==> config.mk <==
export PLATFORM = sky130hd
export DESIGN_NAME = modem_response_line_classifier
export DESIGN_NICKNAME = d
export VERILOG_FILES = /design/src/rtl/mrlc_pkg.sv /design/src/rtl/mrlc_match.sv /design/src/rtl/modem_response_line_classifier.sv
export SDC_FILE = /design/constraint.sdc
export NUM_CORES = 1
export LEC_CHECK = 0
export BUFFER_PORTS_ARGS = -buffer_cell sky130_fd_sc_hd__buf_2
export CAP_MARGIN = 10
export CORE_MARGIN = 2
export CORE_UTILIZATION = 56
export CTS_CLUSTER_DIAMETER = 150
export CTS_CLUSTER_SIZE = 12
export DETAILED_ROUTE_END_ITERATION = 8
export PLACE_DENSITY = 0.87
export SLEW_MARGIN = 20
export SYNTH_ARGS = -nofsm -noshare
export SYNTH_HDL_FRONTEND = slang
export SYNTH_SLANG_ARGS = --single-unit
==> constraint.sdc <==
create_clock -name clock -period 2.9 [get_ports clock]
set_input_delay 0 -clock clock [delete_from_list [all_inputs] [get_ports clock]]
set_output_delay 0 -clock clock [all_outputs]
set_load 0.01 [all_outputs]
==> src/rtl/mrlc_pkg.sv <==
`timescale 1ns / 1ps
// ----------------------------------------------------------------------------
// mrlc_pkg
// Shared types, character constants and compare helpers for the modem
// response line classifier.
// ----------------------------------------------------------------------------
package mrlc_pkg;

   // Payload of one received item.
   typedef struct packed {
      logic [7:0] rx_byte;
      logic       rx_fault;
   } req_payload_type;

   // Payload of one result item.
   typedef struct packed {
      logic [3:0] line_code;
      logic       incoming_call;
      logic       fetch_sms;
      logic       sms_handled;
   } rsp_payload_type;

   // Compare hits for the byte at the head of the window.
   typedef struct packed {
      logic ok;
      logic ring;
      logic err_word;
      logic ati;
      logic clip;
      logic cmti;
      logic cmgr;
      logic num_a;
      logic num_b;
      logic test;
      logic red;
      logic green;
      logic blue;
   } match_hits_type;

   localparam int unsigned WIN_BYTES = 10;
   localparam int unsigned WIN_BITS  = 8 * WIN_BYTES;
   localparam int unsigned HIST_BITS = WIN_BITS - 8;
   localparam int unsigned NUM_BITS  = 4 * WIN_BYTES;

   localparam logic [7:0] CHAR_CR   = 8'h0D;
   localparam logic [7:0] CHAR_LF   = 8'h0A;
   localparam logic [7:0] CHAR_ZERO = 8'h30;

   // Words, right aligned: the newest character sits in the low byte.
   localparam logic [WIN_BITS-1:0] WORD_OK    = WIN_BITS'("OK");
   localparam logic [WIN_BITS-1:0] WORD_RING  = WIN_BITS'("RING");
   localparam logic [WIN_BITS-1:0] WORD_ERROR = WIN_BITS'("ERROR");
   localparam logic [WIN_BITS-1:0] WORD_ATI   = WIN_BITS'("ATI");
   localparam logic [WIN_BITS-1:0] WORD_CLIP  = WIN_BITS'("+CLIP:");
   localparam logic [WIN_BITS-1:0] WORD_CMTI  = WIN_BITS'("+CMTI:");
   localparam logic [WIN_BITS-1:0] WORD_CMGR  = WIN_BITS'("+CMGR:");
   localparam logic [WIN_BITS-1:0] WORD_TEST  = WIN_BITS'("Test");
   localparam logic [WIN_BITS-1:0] WORD_RED   = WIN_BITS'("Red");
   localparam logic [WIN_BITS-1:0] WORD_GREEN = WIN_BITS'("Green");
   localparam logic [WIN_BITS-1:0] WORD_BLUE  = WIN_BITS'("Blue");

   localparam logic [WIN_BITS-1:0] MASK_2 = WIN_BITS'(16'hFFFF);
   localparam logic [WIN_BITS-1:0] MASK_3 = WIN_BITS'(24'hFF_FFFF);
   localparam logic [WIN_BITS-1:0] MASK_4 = WIN_BITS'(32'hFFFF_FFFF);
   localparam logic [WIN_BITS-1:0] MASK_5 = WIN_BITS'(40'hFF_FFFF_FFFF);
   localparam logic [WIN_BITS-1:0] MASK_6 = WIN_BITS'(48'hFFFF_FFFF_FFFF);

   // Result codes.
   localparam logic [3:0] CODE_NONE  = 4'd0;
   localparam logic [3:0] CODE_OK    = 4'd1;
   localparam logic [3:0] CODE_RING  = 4'd2;
   localparam logic [3:0] CODE_ERROR = 4'd3;
   localparam logic [3:0] CODE_ATI   = 4'd4;
   localparam logic [3:0] CODE_TEST  = 4'd5;
   localparam logic [3:0] CODE_RED   = 4'd6;
   localparam logic [3:0] CODE_GREEN = 4'd7;
   localparam logic [3:0] CODE_BLUE  = 4'd8;

   // Register indexes (paddr bit 3).
   localparam logic REG_NUMBER_A = 1'b0;
   localparam logic REG_NUMBER_B = 1'b1;

   // Window ends with the masked part of the word.
   function automatic logic word_hit(input logic [WIN_BITS-1:0] win,
                                     input logic [WIN_BITS-1:0] word,
                                     input logic [WIN_BITS-1:0] mask);
      word_hit = ((win ^ word) & mask) == '0;
   endfunction

   // Window holds the ten BCD digits; nibble j pairs with window byte j.
   function automatic logic number_hit(input logic [WIN_BITS-1:0] win,
                                       input logic [NUM_BITS-1:0] num);
      logic ok;
      logic [3:0] d;
      ok = 1'b1;
      for (int j = 0; j < WIN_BYTES; j++) begin
         d = num[4*j +: 4];
         if (d > 4'd9 || win[8*j +: 8] != (CHAR_ZERO | {4'd0, d})) begin
            ok = 1'b0;
         end
      end
      number_hit = ok;
   endfunction

endpackage

==> src/rtl/mrlc_match.sv <==
`timescale 1ns / 1ps
// ----------------------------------------------------------------------------
// mrlc_match
// Parallel compare of the byte window against the fixed words and the two
// allowed caller numbers.
// ----------------------------------------------------------------------------
module mrlc_match (
   input  logic [mrlc_pkg::WIN_BITS-1:0] win,
   input  logic [mrlc_pkg::NUM_BITS-1:0] number_a,
   input  logic [mrlc_pkg::NUM_BITS-1:0] number_b,
   output mrlc_pkg::match_hits_type      hits
);
   import mrlc_pkg::*;

   always_comb begin
      hits.ok       = word_hit(win, WORD_OK,    MASK_2);
      hits.ring     = word_hit(win, WORD_RING,  MASK_4);
      hits.err_word = word_hit(win, WORD_ERROR, MASK_5);
      hits.ati      = word_hit(win, WORD_ATI,   MASK_3);
      hits.clip     = word_hit(win, WORD_CLIP,  MASK_6);
      hits.cmti     = word_hit(win, WORD_CMTI,  MASK_6);
      hits.cmgr     = word_hit(win, WORD_CMGR,  MASK_6);
      hits.num_a    = number_hit(win, number_a);
      hits.num_b    = number_hit(win, number_b);
      hits.test     = word_hit(win, WORD_TEST,  MASK_4);
      hits.red      = word_hit(win, WORD_RED,   MASK_3);
      hits.green    = word_hit(win, WORD_GREEN, MASK_5);
      hits.blue     = word_hit(win, WORD_BLUE,  MASK_4);
   end

endmodule

==> src/rtl/modem_response_line_classifier.sv <==
`timescale 1ns / 1ps
// ----------------------------------------------------------------------------
// modem_response_line_classifier
// Classifies modem response lines byte by byte and emits one result item per
// completed line (none for a message-read header on an allowed number).
// ----------------------------------------------------------------------------
//
//  channel  direction  handshake            payload
//  req      in         req_valid/req_stall  rx_byte, rx_fault
//  rsp      out        rsp_valid/rsp_stall  line_code, incoming_call,
//                                           fetch_sms, sms_handled
//  csr      in/out     APB psel/penable     whitelist_number_a (0x0), _b (0x8)
//
//  One item per cycle sustained while the result side does not stall. The
//  window compare and line state update run on the item while it sits in
//  the input register, and any result lands in the output register, which
//  drives rsp_valid, once that register is free.
//  Synchronous active-high reset clears line state, held message state,
//  both numbers and both valid flags. A stalled result holds the output
//  register; the input register still takes one more item behind it.
// ----------------------------------------------------------------------------
module modem_response_line_classifier (
   input  logic                      clock,
   input  logic                      reset,
   // received bytes
   input  logic                      req_valid,
   output logic                      req_stall,
   input  mrlc_pkg::req_payload_type req_data,
   // line results
   output logic                      rsp_valid,
   input  logic                      rsp_stall,
   output mrlc_pkg::rsp_payload_type rsp_data,
   // configuration
   input  logic                      psel,
   input  logic                      penable,
   input  logic                      pwrite,
   input  logic [3:0]                paddr,
   input  logic [63:0]               pwdata,
   output logic [63:0]               prdata,
   output logic                      pready
);
   import mrlc_pkg::*;

   // configuration registers
   logic [NUM_BITS-1:0] number_a_ff, number_a_in;
   logic [NUM_BITS-1:0] number_b_ff, number_b_in;

   // input register
   logic            in_valid_ff, in_valid_in;
   req_payload_type in_item_ff, in_item_in;

   // line state
   logic [HIST_BITS-1:0] recent_ff, recent_in;
   logic [8:0]           line_flags_ff, line_flags_in;
   logic [3:0]           word_flags_ff, word_flags_in;
   logic                 sms_pending_ff, sms_pending_in;
   logic [2:0]           held_code_ff, held_code_in;
   logic                 held_fetch_ff, held_fetch_in;
   logic                 held_call_ff, held_call_in;

   // output register
   logic            out_valid_ff, out_valid_in;
   rsp_payload_type out_item_ff, out_item_in;

   logic           out_free;
   logic           stage_go;
   logic           req_take;
   logic           csr_write;
   match_hits_type hits;
   logic [WIN_BITS-1:0] win;

   // line flag positions
   localparam int unsigned F_OK   = 0;
   localparam int unsigned F_RING = 1;
   localparam int unsigned F_ERR  = 2;
   localparam int unsigned F_ATI  = 3;
   localparam int unsigned F_CLIP = 4;
   localparam int unsigned F_CMTI = 5;
   localparam int unsigned F_CMGR = 6;
   localparam int unsigned F_NUMA = 7;
   localparam int unsigned F_NUMB = 8;

   // ---------------------------------------------------------------------
   // Configuration port: always ready, index on paddr bit 3.
   // ---------------------------------------------------------------------
   assign pready    = 1'b1;
   assign csr_write = psel && penable && pwrite;
   assign prdata    = (paddr[3] == REG_NUMBER_B) ? 64'(number_b_ff) : 64'(number_a_ff);

   always_comb begin
      number_a_in = number_a_ff;
      number_b_in = number_b_ff;
      if (csr_write) begin
         unique case (paddr[3])
            REG_NUMBER_A: number_a_in = pwdata[NUM_BITS-1:0];
            REG_NUMBER_B: number_b_in = pwdata[NUM_BITS-1:0];
            default: ;
         endcase
      end
   end

   // ---------------------------------------------------------------------
   // Handshakes. The stage advances whenever the output register is free
   // or drains this cycle; the input register refills behind it.
   // ---------------------------------------------------------------------
   assign out_free  = !out_valid_ff || !rsp_stall;
   assign stage_go  = in_valid_ff && out_free;
   assign req_stall = in_valid_ff && !out_free;
   assign req_take  = req_valid && !req_stall;

   assign rsp_valid = out_valid_ff;
   assign rsp_data  = out_item_ff;

   always_comb begin
      in_item_in  = in_item_ff;
      in_valid_in = in_valid_ff;
      if (req_take) begin
         in_item_in  = req_data;
         in_valid_in = 1'b1;
      end else if (stage_go) begin
         in_valid_in = 1'b0;
      end
   end

   // ---------------------------------------------------------------------
   // Window compare: current byte in the low byte, older bytes above.
   // ---------------------------------------------------------------------
   assign win = {recent_ff, in_item_ff.rx_byte};

   mrlc_match u_match (
      .win      (win),
      .number_a (number_a_ff),
      .number_b (number_b_ff),
      .hits     (hits)
   );

   // ---------------------------------------------------------------------
   // Line state and result formation.
   // ---------------------------------------------------------------------
   always_comb begin
      logic [3:0] code;
      logic       num;
      logic       call;
      logic       fetch;

      recent_in      = recent_ff;
      line_flags_in  = line_flags_ff;
      word_flags_in  = word_flags_ff;
      sms_pending_in = sms_pending_ff;
      held_code_in   = held_code_ff;
      held_fetch_in  = held_fetch_ff;
      held_call_in   = held_call_ff;
      out_item_in    = out_item_ff;
      out_valid_in   = out_valid_ff && rsp_stall;

      // status code by priority
      if (line_flags_ff[F_OK]) begin
         code = CODE_OK;
      end else if (line_flags_ff[F_RING]) begin
         code = CODE_RING;
      end else if (line_flags_ff[F_ERR]) begin
         code = CODE_ERROR;
      end else if (line_flags_ff[F_ATI]) begin
         code = CODE_ATI;
      end else begin
         code = CODE_NONE;
      end
      num   = line_flags_ff[F_NUMA] || line_flags_ff[F_NUMB];
      call  = num && line_flags_ff[F_CLIP];
      fetch = line_flags_ff[F_CMTI];

      if (stage_go && !in_item_ff.rx_fault && in_item_ff.rx_byte != CHAR_LF) begin
         if (in_item_ff.rx_byte == CHAR_CR) begin
            // line end: clear the line, then emit or hold
            recent_in     = '0;
            line_flags_in = '0;
            word_flags_in = '0;
            if (sms_pending_ff) begin
               // message text: last word in Test, Red, Green, Blue order wins
               if (word_flags_ff[3]) begin
                  out_item_in.line_code = CODE_BLUE;
               end else if (word_flags_ff[2]) begin
                  out_item_in.line_code = CODE_GREEN;
               end else if (word_flags_ff[1]) begin
                  out_item_in.line_code = CODE_RED;
               end else if (word_flags_ff[0]) begin
                  out_item_in.line_code = CODE_TEST;
               end else begin
                  out_item_in.line_code = {1'b0, held_code_ff};
               end
               out_item_in.incoming_call = held_call_ff;
               out_item_in.fetch_sms     = held_fetch_ff;
               out_item_in.sms_handled   = 1'b1;
               out_valid_in   = 1'b1;
               sms_pending_in = 1'b0;
               held_code_in   = '0;
               held_fetch_in  = 1'b0;
               held_call_in   = 1'b0;
            end else if (num && line_flags_ff[F_CMGR]) begin
               // message header on an allowed number: hold, no result
               sms_pending_in = 1'b1;
               held_code_in   = code[2:0];
               held_fetch_in  = fetch;
               held_call_in   = call;
            end else begin
               out_item_in.line_code     = code;
               out_item_in.incoming_call = call;
               out_item_in.fetch_sms     = fetch;
               out_item_in.sms_handled   = 1'b0;
               out_valid_in              = 1'b1;
            end
         end else begin
            // line content: set sticky flags and advance the window
            line_flags_in[F_OK]   = line_flags_ff[F_OK]   | hits.ok;
            line_flags_in[F_RING] = line_flags_ff[F_RING] | hits.ring;
            line_flags_in[F_ERR]  = line_flags_ff[F_ERR]  | hits.err_word;
            line_flags_in[F_ATI]  = line_flags_ff[F_ATI]  | hits.ati;
            line_flags_in[F_CLIP] = line_flags_ff[F_CLIP] | hits.clip;
            line_flags_in[F_CMTI] = line_flags_ff[F_CMTI] | hits.cmti;
            line_flags_in[F_CMGR] = line_flags_ff[F_CMGR] | hits.cmgr;
            line_flags_in[F_NUMA] = line_flags_ff[F_NUMA] | hits.num_a;
            line_flags_in[F_NUMB] = line_flags_ff[F_NUMB] | hits.num_b;
            if (sms_pending_ff) begin
               word_flags_in = word_flags_ff |
                               {hits.blue, hits.green, hits.red, hits.test};
            end
            recent_in = {recent_ff[HIST_BITS-9:0], in_item_ff.rx_byte};
         end
      end
   end

   // ---------------------------------------------------------------------
   // Registers
   // ---------------------------------------------------------------------
   always_ff @(posedge clock) begin
      if (reset) begin
         number_a_ff    <= '0;
         number_b_ff    <= '0;
         in_valid_ff    <= 1'b0;
         recent_ff      <= '0;
         line_flags_ff  <= '0;
         word_flags_ff  <= '0;
         sms_pending_ff <= 1'b0;
         held_code_ff   <= '0;
         held_fetch_ff  <= 1'b0;
         held_call_ff   <= 1'b0;
         out_valid_ff   <= 1'b0;
      end else begin
         number_a_ff    <= number_a_in;
         number_b_ff    <= number_b_in;
         in_valid_ff    <= in_valid_in;
         recent_ff      <= recent_in;
         line_flags_ff  <= line_flags_in;
         word_flags_ff  <= word_flags_in;
         sms_pending_ff <= sms_pending_in;
         held_code_ff   <= held_code_in;
         held_fetch_ff  <= held_fetch_in;
         held_call_ff   <= held_call_in;
         out_valid_ff   <= out_valid_in;
      end
   end

   // payload registers
   always_ff @(posedge clock) begin
      in_item_ff  <= in_item_in;
      out_item_ff <= out_item_in;
   end

endmodule

* After elaboration in Yosys (flattened, before gate mapping)
Cells that the tools add are included.
** Storage, ports and cells
- Logic and storage cells :: 188
- Register bits :: 189
- Output and inout port bits :: 74
- Bits of input ports :: 84
** Cells by class
- Bitwise logic cells :: 22
- Magnitude comparators :: 20
- Reduce and logical (&&, ||, !) cells :: 57
- Equal/unequal tests :: 23
- Muxes and demuxes :: 49
** Operators with widths (number)
- $logic_not 80->1 :: 11
- $ne 8x6->1 :: 20
- $gt 4x4->1 const B :: 20
- $mux 72 :: 1
- $not 21->21 :: 2
- $mux 40 :: 1
- $mux 1 :: 32
- $mux 3 :: 9
- $logic_or 1x1->1 :: 22
- $not 22->22 :: 1
- $not 19->19 :: 1
- $not 17->17 :: 1
- $not 16->16 :: 1
- $not 15->15 :: 1
- $mux 7 :: 2
- $not 14->14 :: 1
- $mux 4 :: 3
- $logic_and 1x1->1 :: 10
- $not 10->10 :: 1
- $mux 9 :: 1
- $not 9->9 :: 1
- $or 1x1->1 :: 9
- $eq 8x4->1 const B :: 1
- $ne 8x4->1 const B :: 1
- other kinds (8) :: 18

* Longest topological paths before layout
- Depth after elaboration :: 14
- Mapped depth :: 8
- Depth with buffers taken out :: 6

* Modules after synthesis
Synthesis repeated with hierarchy kept, for this count alone.
** Unflattened totals
- Cells, all modules :: 1129
- Area total of the unflattened synthesis :: 9272.6 µm²
** Modules (own cells, without submodules)
- modem_response_line_classifier :: instances 1, area an instance 7460.9 µm², seq. area each 3943.8 µm², cells an instance 858
- mrlc_match :: instances 1, area an instance 1811.7 µm², seq. area each 0.0 µm², cells an instance 271

* Worst setup path before layout
OpenSTA, ideal clock, no wires.
- Kind :: reg-to-reg
- Start :: reg in_item_ff[6] (netlist name)
- End :: reg out_item_ff, in the netlist rsp_data[0] (enable)
- Data arrival time :: 1.679 ns
- Clock period less this slack :: 2.055 ns
- Library setup time :: 0.376 ns
- Path buffers :: 0
- Data required time :: 2.524 ns
- Stages on the path, launching flop included :: 5
- Setup slack :: 0.845 ns
- Cell sequence :: edfxtp_1 > nor4_4 > nand2_2 > nor3_4 > a21boi_1
** Between the ends
- Cells in the longest elaborated chain, start to end :: 3
- Elaborated cells between the ends (all ways) :: 4
- Classes of those cells :: 2 x eq/ne; 2 x reduce/logical
** Ends and longest elaborated chain
- start: declaration :: line modem_response_line_classifier.sv:50 : req_payload_type in_item_ff, in_item_in;
- start signal: assignment :: line modem_response_line_classifier.sv:265 : in_item_ff <= in_item_in;
- $ne 8x4->1 :: line modem_response_line_classifier.sv:172 : if (stage_go && !in_item_ff.rx_fault && in_item_ff.rx_byte != CHAR_LF) begin
- $logic_and 1x1->1 :: line modem_response_line_classifier.sv:172
- $reduce_and 3->1 (no line) *
- end signal: assignment :: line modem_response_line_classifier.sv:266 : out_item_ff <= out_item_in;
- end: declaration :: line modem_response_line_classifier.sv:63 : rsp_payload_type out_item_ff, out_item_in;
Every way passes the cells marked *; elsewhere a longest branch is shown, timed or not.
A chain may end at the register's enable or synchronous reset.

* Worst setup path in the final report
- Start :: reg in_item_ff[6] (netlist name)
- End :: reg held_fetch_ff
** Between the ends
- Cells in the longest elaborated chain, start to end :: 3
- Elaborated cells between the ends (all ways) :: 4
- Classes of those cells :: 2 x eq/ne; 2 x reduce/logical
** Ends and longest elaborated chain
- $ne 8x4->1 :: line modem_response_line_classifier.sv:172
- $logic_and 1x1->1 :: line modem_response_line_classifier.sv:172
- $reduce_and 3->1 (no line) *
- end signal: assignment :: line modem_response_line_classifier.sv:257 : held_fetch_ff <= held_fetch_in;
- end: declaration :: line modem_response_line_classifier.sv:58 : logic held_fetch_ff, held_fetch_in;
Marks and branches as above.

==> results.cfg <==
[logic_synthesis]
synth-async-reset-ratio_pct = 0
yosys.cell_count.top_type = nand2_1
ys_ff_latch = 189
ys.flop_type = dfxtp_1
yosysTopAreaCell = dfxtp_1
syn_area_per_cell_um2 = 8.330
yosys-top-cells-count = nand2_1, dfxtp_1, nor2_1
synth_warnings = 0
yosys-top-cells-area = dfxtp_1, nand2_1, a22oi_1, edfxtp_1, a21oi_1
syn-instance-count = 1058
synth_seq_area_share_pct = 44.75
synth_cell_types = 59
synth_edf_count = 16
synth_top_area_share_pct = 39.30
netlist_area_um2 = 8813

[clock_network]
clk_path_buf_depth = 2
cts_buffers = 17
h-tree-depth = 4
cts_tree = built
insertion_delay_ps = 430
cts-root-buf = clkbuf_16
cts-resized-gates = 0
clk_pin_slew_ps = 70
cts_setup_buffers = 0
cts.sinks = 189

[cells_and_area]
antenna_cells = 0
syn_to_final_growth_pct = 19.35
multi_input_area_um2 = 4379
nNetsFinal = 1268
stdcell_count = 1408
layout-drive-gt1-share_pct = 16.46
nFillCells = 1175
regArea_um2 = 3944

[route]
routed_wl_mm = 26.78
vias = 8443
wl_per_cell_um = 19.02
ant_nets = 0
via_per_inst = 5.996
first_pass_iters = 6
initialDrtViolationCount = 1046
drc = 0

[timing]
hold_viol = 0
slew_headroom_pct = 47.09
worstMarginPinSlew_ps = 792.0
setup_ws_ps = 705.2
finalClockSkew_ps = 10.35
tns_ps = 0
fin_crit_ps = 2195
period_share_pct = 75.68
fmax_mhz = 455.6
setup_violations = 0
rsz0062_at_grt = no
finalMaxSlewViolations = 0
hold_slack_ps = 281.7

[die]
die_w_um = 129.5
design.core.area_um2 = 15310
start_util_pct = 57.55
io_pins = 158
die_y_um = 129.5
die_area_um2 = 16760
rows = 45

[global_route]
grtUsageTotal_pct = 31.90
grt_pass1_wl_mm = 41.70
use_met2_pct = 53.19
grt_max_degree = 76
first_global_vias = 7910
antenna_found_initial = 0
use_met1_pct = 41.21
grt_overflow = 0
grt-busiest-layer = met2
use_met3_pct = 7.267

[worst_setup_path]
cp-end-kind = flop
critPathArrivalTime_ps = 2510
path_class = flop to flop
required_ps = 3220
crit_fanout = 7
critPathLaunchType = flop
ff2ff_path_depth = 6

[run_status]
status = finished clean

[power]
ir_worst_vdd_mv = 0.4509
p_leak_nw = 3.918
pwr_density_cell_nw_per_um2 = 517.2

[placement]
place_hpwl_mm = 17.67
dpl_worst_slack_ps = 699.0
place.gp.congestion = 1.021
placed_cells = 1317
portBuffers = 105

[hold_path]
hold_depth = 2
hp-class = input pin to flop

[run]
cap_viol_max_count = 0
==> power by group <==
group | switching (mW) | leakage, nW | internal [mW]
combinational | 0.250 | 2.08 | 0.181
clock | 0.991 | 0.281 | 1.28
sequential | 0.0691 | 1.55 | 2.67
==> flip-flops by register name, indices dropped and copies added (netlist names), 3 cells and up <==
signal and flops:
recent_ff 72, number_a_ff 40, number_b_ff 40, word_flags_ff 4, in_item_ff 9, held_code_ff 3
line_flags_ff 9, rsp_data 7
==> logic make-up after synthesis <==
logic type	Yosys count	share of synthesized area [%]
buffers and inverters	123	6.786
XOR/XNOR	37	3.677
AO/OA/AOI/OAI	242	16.55
AND/OR/NAND/NOR	420	22.49
flip-flops	189	44.75
other	2	0.08521
multiplexers	45	5.664
==> metal layers <==
| layer | wire, µm | part of all wire [%] | vias to the layer above |
|---|---|---|---|
| li1 | - | - | 3910 |
| met4 | 720 | 2.7 | 0 |
| met3 | 2434 | 9.1 | 75 |
| met5 | 0 | 0 | - |
| met2 | 12850 | 48 | 463 |
| met1 | 10780 | 40 | 3995 |
==> path summary, 6_finish.rpt <==
check / end / start / slack, ps
hold reg to reg: line_flags_ff[3]$_SDFFE_PP0P_ / line_flags_ff[3]$_SDFFE_PP0P_ / 460
hold / removal: in_item_ff[5]$_DFFE_PP_ / req_data[5] / 280
setup reg to reg: held_fetch_ff$_SDFFE_PP0P_ / in_item_ff[6]$_DFFE_PP_ / 710
setup / recovery: held_fetch_ff$_SDFFE_PP0P_ / in_item_ff[6]$_DFFE_PP_ / 710
==> repair_timing <==
item	4_1_cts	5_1_grt
endpoints found under the setup margin	0	0
hold buffers	59	0
hold endpoints to repair	93	0
==> worst max-delay path, cell delays in order (launching register included) <==
cell	delay, ps
edfxtp_1	510
nor4_4	470
nand2_2	140
nor3_4	290
o21a_1	340
mux2i_1	260
nor2_1	60
==> metrics by stage <==
stage,instance area [µm²],utilization (%),power (mW)
floorplan,8900,-,3.029
global placement,9354,61.08,3.142
detailed placement,9354,61.08,3.147
CTS,10520,68.68,5.417
global route,10520,68.68,5.588
finish,10520,68.68,5.441
==> cell usage in the layout (no fill, tap or decap), drive strengths merged, types with 3 or more instances in the layout <==
cell         netlist  final
nand2            178    178
dfxtp            173    173
buf               43    119
nor2             113    113
a21oi             95     95
a22oi             67     67
dlygate4sd3        0     59
o21ai             44     44
mux2              39     39
xnor2             32     32
nand4             30     30
inv               29     30
conb               2     25
clkbuf            51     24
nor4              19     19
edfxtp            16     16
o22ai             15     15
nand2b            14     14
nor3              13     13
nand3              9      9
nor2b              6      6
nand3b             6      6
nand4b             6      6
mux2i              6      6
nor4b              6      6
xor2               5      5
nor3b              5      5
clkinv             0      5
and3               3      3
or4                3      3
a31oi              3      3
==> area by class of cell <==
type | instances | area share (%)
multi-input combinational | 769 | 41.63
inverter | 29 | 1.035
timing repair buffer | 178 | 11.87
tap | 211 | 2.510
clock inverter | 8 | 0.7851
clock buffer | 24 | 4.675
sequential | 189 | 37.49
Note: power is estimated with default switching activity, not from simulation.
